==> src/pes_pkg.sv <==
// Shared types and constants for the product-except-self unit.
`timescale 1ns / 1ps

package pes_pkg;

  localparam int unsigned DATA_W = 32;

  typedef struct packed {
    logic load;
    logic back_rd;
    logic back_mul;
    logic fwd_mul;
  } pes_cmd_t;

  typedef struct packed {
    logic idx_zero;
    logic idx_last;
  } pes_stat_t;

endpackage

==> src/pes_ctrl.sv <==
// Controller state machine sequencing load, backward pass and emit pass.
`timescale 1ns / 1ps

module pes_ctrl (
  input  logic              clk_i,
  input  logic              rst_ni,
  input  logic              start_i,
  input  logic              last_in_i,
  input  pes_pkg::pes_stat_t stat_i,
  output pes_pkg::pes_cmd_t  cmd_o,
  output logic              busy_o
);

  localparam logic [2:0] S_IDLE = 3'd0;
  localparam logic [2:0] S_BRD  = 3'd1;
  localparam logic [2:0] S_BMUL = 3'd2;
  localparam logic [2:0] S_FRD  = 3'd3;
  localparam logic [2:0] S_FMUL = 3'd4;

  logic [2:0] state_q, state_d;

  assign busy_o = (state_q != S_IDLE);

  always_comb begin
    state_d = state_q;
    cmd_o   = '0;
    case (state_q)
      S_IDLE: begin
        if (start_i) begin
          cmd_o.load = 1'b1;
          if (last_in_i) begin
            state_d = S_BRD;
          end
        end
      end
      S_BRD: begin
        cmd_o.back_rd = 1'b1;
        state_d       = S_BMUL;
      end
      S_BMUL: begin
        cmd_o.back_mul = 1'b1;
        state_d        = stat_i.idx_zero ? S_FRD : S_BRD;
      end
      S_FRD: begin
        state_d = S_FMUL;
      end
      S_FMUL: begin
        cmd_o.fwd_mul = 1'b1;
        state_d       = stat_i.idx_last ? S_IDLE : S_FRD;
      end
      default: begin
        state_d = S_IDLE;
      end
    endcase
  end

  always_ff @(posedge clk_i or negedge rst_ni) begin
    if (!rst_ni) begin
      state_q <= S_IDLE;
    end else begin
      state_q <= state_d;
    end
  end

endmodule

==> config.mk <==
export PLATFORM = sky130hd
export DESIGN_NAME = pes_ctrl
export DESIGN_NICKNAME = d
export VERILOG_FILES = /design/src/pes_pkg.sv /design/src/pes_ctrl.sv
export SDC_FILE = /design/constraint.sdc
export NUM_CORES = 1
export LEC_CHECK = 0
export BUFFER_PORTS_ARGS = -buffer_cell sky130_fd_sc_hd__buf_2
export CAP_MARGIN = 15
export CORE_AREA = 3 3 40 42
export DETAILED_ROUTE_END_ITERATION = 12
export DIE_AREA = 0 0 43 45
export SYNTH_ARGS = -nofsm -noshare
export SYNTH_HDL_FRONTEND = slang
export SYNTH_SLANG_ARGS = --single-unit
==> constraint.sdc <==
create_clock -name clk_i -period 1.3 [get_ports clk_i]
set_clock_uncertainty 0.05 [all_clocks]
set_input_delay 0.13 -clock clk_i [delete_from_list [all_inputs] [get_ports clk_i]]
set_output_delay 0.13 -clock clk_i [all_outputs]
set_load 0.02 [all_outputs]
# ---- Word-level counts from Yosys, hierarchy flattened
# Cells that the tools add are included.
dict set report word_totals {
  elab_cells 20
  mem_bits_rw 0
  input_bits 6
  out_inout_bits 5
  romBits 0
  n_memories 0
  regBits 3
  latch_bits 0
}
dict set report classes {
  div_mod_pow 0
  n_lt_le_gt_ge 0
  bitwise 0
  n_shift 0
  eq_ne 6
  add_sub_neg 0
  multipliers 0
  mux 10
  n_reduce_logical 3
}
# operator count
set op_table {}
lappend op_table {{case mux 3 bit (5 select lines)} 1}
lappend op_table {{equality test 3 x 2 -> 1 bit (second input constant)} 2}
lappend op_table {{2-to-1 mux 3 bit} 2}
lappend op_table {{2-to-1 mux 1 bit} 5}
lappend op_table {{2-to-1 mux 2 bit} 2}
lappend op_table {{inequality test 2 bit (second input constant)} 2}
lappend op_table {{equality test 3 x 1 -> 1 bit (second input constant)} 1}
lappend op_table {{equality test 3 bit (second input constant)} 1}
lappend op_table {{logical NOT 3 bit} 1}
lappend op_table {{nonzero test 3 bit} 1}
lappend op_table {{AND reduction 2 bit} 1}

# ---- Longest topological paths before layout
# Gate-level depths: netlist of the first run.
dict set report depth {
  word_depth 3
  mapped_depth 2
  ltp_nobuf 2
}

# ---- Least setup slack after synthesis of the first run
# Ideal clock, no wire load.
dict set report synth_path {
  path_type {register to output}
  start {register state_q[1]}
  end {output port cmd_o[3] (netlist name)}
  stages_incl_launch_ff 3
  setup_slack_ps 41
  path_buffers 0
  arrival_time_ps 1079
  cell_sequence {dfrtp_1 -> or3_4 -> nor2_2}
}
# element line
set synth_rtl {}
lappend synth_rtl {{start, declared} pes_ctrl.sv:20} ;# logic [2:0] state_q, state_d;
lappend synth_rtl {{start signal, assigned} pes_ctrl.sv:61} ;# state_q <= state_d;
lappend synth_rtl {{end, declared} pes_ctrl.sv:10} ;# output pes_pkg::pes_cmd_t cmd_o,

==> flow_metrics.tcl, run 1 <==
set metrics [dict create \
    status "finished, violations left" \
    violations "setup timing" \
    swShare 0.3819 \
    diodes 0 \
    dp.cells 43 \
    grt_pass1_vias 178 \
    drtAntennaViolNets 0 \
    pin_count 11 \
    cp-start-kind "flop" \
    gp_congestion 0.6604 \
    wl_um 455 \
    leakage_nw 0.1780 \
    yosysWarnings 0 \
    drv_slew 0 \
    grt-ovfl-total 0 \
    synthCells 15 \
    fin_area_um2 357.8 \
    postPlaceCellArea_um2 274.0 \
    period_needed_ns 1.386 \
    cts_buffer_depth 2 \
    clk_pin_slew_ns 0.04 \
    portBuffers 10 \
    path_class "reg -> out" \
    fmaxAchievable_mhz 721.3 \
    setup.worst_path.end_class "output pin" \
    avgSynthCellArea_um2 12.18 \
    fin_ws_ns -0.08634 \
    instances_no_fill 48 \
    die_y_um 45 \
    clock_sinks 3 \
    vias_per_cell 3.583 \
    setup_tns_ns -0.1403 \
    fin_crit_sh 1.066 \
    layout_commonest_cell "buf_2" \
    rr_worst_depth 3 \
    hold_depth 2 \
    ir_worst_vdd_v 0.0009154 \
    p_sw_uw 329.9 \
    hold_violations 0 \
    syn-num-nets 21 \
    synth-seq-area-share 0.4110 \
    clk_latency_ns 0.23 \
    setup_violations 2 \
    syn_area_um2 182.7 \
    cts_setup_buffers 0 \
    hp-class "in -> reg" \
    largest_register "state_q" \
    final_cell_mix "6 x buf_2, 4 x buf_6, 3 x clkbuf_4, 3 x buf_4, 3 x dfrtp_1" \
    powerDensity_nw_per_um2 2414 \
    antenna_found_initial 0 \
    drv_cap 0 \
    rows 13 \
    ys_seq_elements 3 \
    seqPwrFrac 0.172 \
    crit_path_max_fanout 2 \
    cts_root_buf "clkbuf_4" \
    seqCellArea_um2 75.07 \
    arrival_ns 1.21 \
    cts_buffers 3 \
    cts.htree.levels 1 \
    grt_usage 0.06005 \
    drive_gt1_frac 0.7273 \
    largest_reg_flops 3 \
    drt_iter0_drc 1 \
    grt_max_degree 7 \
    cp.required_ns 1.12 \
    post_drt_wl_per_cell_um 9.479 \
    start_util 0.1422 \
    multi_input_area_um2 126.4 \
    dieWidth_um 43 \
    drtPass1Iterations 2 \
    synthToLayoutAreaGrowth_pct 95.89 \
    vias 172 \
    dp_hpwl_um 340.2 \
    worst_slew_pin_slew_ns 0.2765 \
    nNetsFinal 40 \
    grt_pass1_wl_um 745 \
    clkPwrFrac 0.190 \
    power.total_uw 864.0 \
    rsz0062_at_grt "yes" \
    die-area_um2 1935 \
    nFillCells 132 \
    slew_headroom 0.8152 \
    core_area_um2 1285 \
    cts_tree "built" \
    reg_top3 "state_q: 3 flops" \
    finalHoldWorstSlack_ns 0.05821 \
    internal_power_uw 534.1 \
    route.detailed.drc 0 \
    ys_types 12 \
    pwr-share-comb 0.638 \
]
cell usage after synthesis:
library cell  n  area (um^2)
or3_4         1        11.26
nor3b_2       2        25.02
a21o_1        1        7.510
and3b_2       1        10.01
nor2_1        1        3.750
nor4b_2       1        15.01
a211o_1       1        8.760
nor2_2        1        6.260
a21o_2        1        8.760
dfrtp_1       3        75.07
nor3b_1       1        7.510
inv_1         1        3.750
stage by stage:
| step | setup slack (ns) | util |
|---|---|---|
| final | -0.08634 | 0.2785 |
| after global placement | 0.1396 | 0.2132 |
| after detailed placement | 0.1364 | 0.2132 |
| after floorplan | 0.04150 | - |
| after CTS | -0.09612 | 0.2610 |
| after global routing | -0.1207 | 0.2785 |
power groups by stage:
stage	clock network, mW	registers (mW)	logic, mW
after floorplan	0	0.185	0.242
after global placement	0	0.148	0.428
after detailed placement	0	0.149	0.427
after CTS	0.172	0.149	0.487
after global routing	0.177	0.151	0.598
final	0.164	0.148	0.552
final timing paths:
kind                       slack [ns]                    from                     end
hold reg to reg                  0.65  state_q[0]$_DFFE_PN0P_  state_q[2]$_DFFE_PN0P_
max in group asynchronous        0.90                  rst_ni  state_q[0]$_DFFE_PN0P_
setup / recovery                -0.09  state_q[0]$_DFFE_PN0P_                cmd_o[3]
setup reg to reg                 0.17  state_q[1]$_DFFE_PN0P_  state_q[1]$_DFFE_PN0P_
hold / removal                   0.06               stat_i[1]  state_q[1]$_DFFE_PN0P_
min in group asynchronous        0.18                  rst_ni  state_q[1]$_DFFE_PN0P_
worst max-delay path: stages (launching register included):
cell     delay (ns)
dfrtp_1        0.37
or3_4          0.41
nor2_4         0.09
buf_6          0.11
metal layers:
| layer | wire (um) | track usage | share of wire |
|---|---|---|---|
| met1 | 217 | 0.07022 | 0.48 |
| met2 | 169 | 0.06287 | 0.37 |
| met3 | 68 | 0.02789 | 0.15 |
| met4 | 0 | 0.09036 | 0 |
| met5 | 0 | 0 | 0 |
cell families after synthesis:
kind of cell / share of synthesized area
and+or+nand+nor: 0.4315
DFF: 0.4109
AOI/OAI and AO/OA: 0.1370
buffers and inverters: 0.02053
final cells by class:
class	instances	share of cell area
multi-input cells	11	0.3531
repair buffers	14	0.3007
flip-flops and latches	3	0.2098
clock buffers	4	0.07343
well taps	15	0.05245
inverters	1	0.01049
timing repair:
action | in CTS | in global routing
gates resized for setup | 7 | 5
endpoints found under the setup margin | 5 | 5
hold buffers | 1 | 0
pin swaps | 2 | 1
hold endpoints to repair | 3 | 0
Note: power is estimated with default switching activity, not from simulation.
==> run 2, diff against run 1 <==
==> constraint.sdc (replaced) <==
create_clock -name clk_i -period 1.3 [get_ports clk_i]
set_clock_uncertainty 0.05 [all_clocks]
set_input_delay 0.065 -clock clk_i [delete_from_list [all_inputs] [get_ports clk_i]]
set_output_delay 0.065 -clock clk_i [all_outputs]
set_load 0.02 [all_outputs]
==> flow_metrics.tcl, run 2 (synthesis results as in run 1) <==
set metrics [dict create \
    final_cell_mix "7 x buf_2, 5 x buf_4, 3 x clkbuf_4, 3 x buf_6" \
    worstPathCellList "or3_4, nor2_4, buf_6" \
    power.total_uw 919.8 \
    cp-start-kind "flop" \
    finalHoldWorstSlack_ns 0.1111 \
    violations "setup timing" \
    die_y_um 45 \
    diodes 0 \
    grt_pass1_vias 237 \
    antenna_found_initial 0 \
    dp_hpwl_um 340.9 \
    die-area_um2 1935 \
    cts_tree "built" \
    largest_register "state_q" \
    portBuffers 10 \
    layout_commonest_cell "buf_2" \
    drtAntennaViolNets 0 \
    cp_slowest_stage_delay_ns 0.41 \
    internal_power_uw 563.2 \
    p_sw_uw 356.6 \
    swShare 0.3877 \
    powerDensity_nw_per_um2 2402 \
    nNetsFinal 43 \
    nFillCells 147 \
    hp-class "in -> async" \
    rows 13 \
    vias 200 \
    setup.worst_path.end_class "output pin" \
    ir_worst_vdd_v 0.0009385 \
    status "finished, violations left" \
    core_area_um2 1285 \
    leakage_nw 0.1885 \
    crit_path_max_fanout 2 \
    fmaxAchievable_mhz 752.5 \
    seqPwrFrac 0.170 \
    slew_headroom 0.8483 \
    post_drt_wl_per_cell_um 11.33 \
    cts_root_buf "clkbuf_4" \
    pin_count 11 \
    wl_um 578 \
    drv_cap 0 \
    dp.cells 41 \
    vias_per_cell 3.922 \
    largest_reg_flops 3 \
    gp_congestion 0.6520 \
    cts_buffers 3 \
    drive_gt1_frac 0.7500 \
    dieWidth_um 43 \
    drtPass1Iterations 2 \
    reg_top3 "state_q: 3 flops" \
    rsz0062_at_grt "yes" \
    grt-ovfl-total 0 \
    clk_pin_slew_ns 0.04 \
    start_util 0.1422 \
    hold_violations 0 \
    dpl_worst_slack_ns 0.1277 \
    synthToLayoutAreaGrowth_pct 109.6 \
    period_needed_ns 1.329 \
    path_class "reg -> out" \
    fin_crit_sh 1.022 \
    cp.required_ns 1.19 \
    grt_max_degree 7 \
    grt_usage 0.07179 \
    pwr-share-comb 0.651 \
    drv_slew 0 \
    cts.htree.levels 1 \
    clkPwrFrac 0.179 \
    arrival_ns 1.21 \
    grt_pass1_wl_um 979 \
    worst_slew_pin_slew_ns 0.2266 \
    crit_slowest_cell "or3_4" \
    cts_buffer_depth 2 \
    setup_violations 1 \
    clk_latency_ns 0.23 \
    fin_ws_ns -0.02885 \
    drt_iter0_drc 3 \
    route.detailed.drc 0 \
    clock_sinks 3 \
    instances_no_fill 51 \
]
==> run 2: layout make-up <==
| cell class | instances | area, um^2 | share of cell area |
|---|---|---|---|
| multi-input cells | 11 | 130.1 | 0.3399 |
| clock buffers | 4 | 26.28 | 0.06863 |
| inverters | 1 | 3.754 | 0.009804 |
| flip-flops and latches | 3 | 77.57 | 0.2026 |
| repair buffers | 17 | 126.4 | 0.3301 |
| well taps | 15 | 18.77 | 0.04902 |
==> run 2: repair_timing <==
action,CTS,global route
hold buffers,2,0
resized for setup,6,6
endpoints found under the setup margin,2,6
endpoints found under the hold margin,4,0
buffers inserted,4,0
gates cloned,0,0
==> run 2: metal layers <==
metal / GRT usage / vias up / wire length [um]
met2: 0.1048 / 11 / 267
met5: 0 / - / 0
met1: 0.08010 / 91 / 252
met3: 0.03586 / 0 / 59
met4: 0.05422 / 0 / 0
li1: - / 98 / -
==> run 2: power by group through the flow <==
stage	registers, mW	clock network [mW]	logic (mW)
2_1_floorplan	0.185	0	0.242
3_3_place_gp	0.188	0	0.354
3_5_place_dp	0.191	0	0.354
4_1_cts	0.156	0.173	0.500
5_1_grt	0.161	0.185	0.636
6_report	0.157	0.164	0.599
==> run 2: path summary, 6_finish.rpt <==
path / start / end / slack [ns] / cells past startpoint
max: state_q[1]$_DFFE_PN0P_ / cmd_o[3] / -0.03 / 3
min: rst_ni / state_q[0]$_DFFE_PN0P_ / 0.11 / 2
max reg2reg: state_q[1]$_DFFE_PN0P_ / state_q[1]$_DFFE_PN0P_ / 0.09 / 4
min reg2reg: state_q[1]$_DFFE_PN0P_ / state_q[2]$_DFFE_PN0P_ / 0.67 / 2
max in group asynchronous: rst_ni / state_q[2]$_DFFE_PN0P_ / 0.97 / 2
min in group clk_i: last_in_i / state_q[0]$_DFFE_PN0P_ / 0.11 / 3
==> run 2: metrics by stage <==
stage,utilization,instance area (um^2),setup TNS [ns]
after floorplan,-,182.7,0
after global placement,0.2016,259.0,0
after detailed placement,0.2016,259.0,0
after CTS,0.2736,351.6,-0.04989
after global routing,0.2980,382.9,-0.1366
final,0.2980,382.9,-0.02885
==> run 2: critical path: cells and delay by family (launching register included) <==
family,cells,cell delay [ns]
simple gates,2,0.50
flops,1,0.37
buf+inv,1,0.11
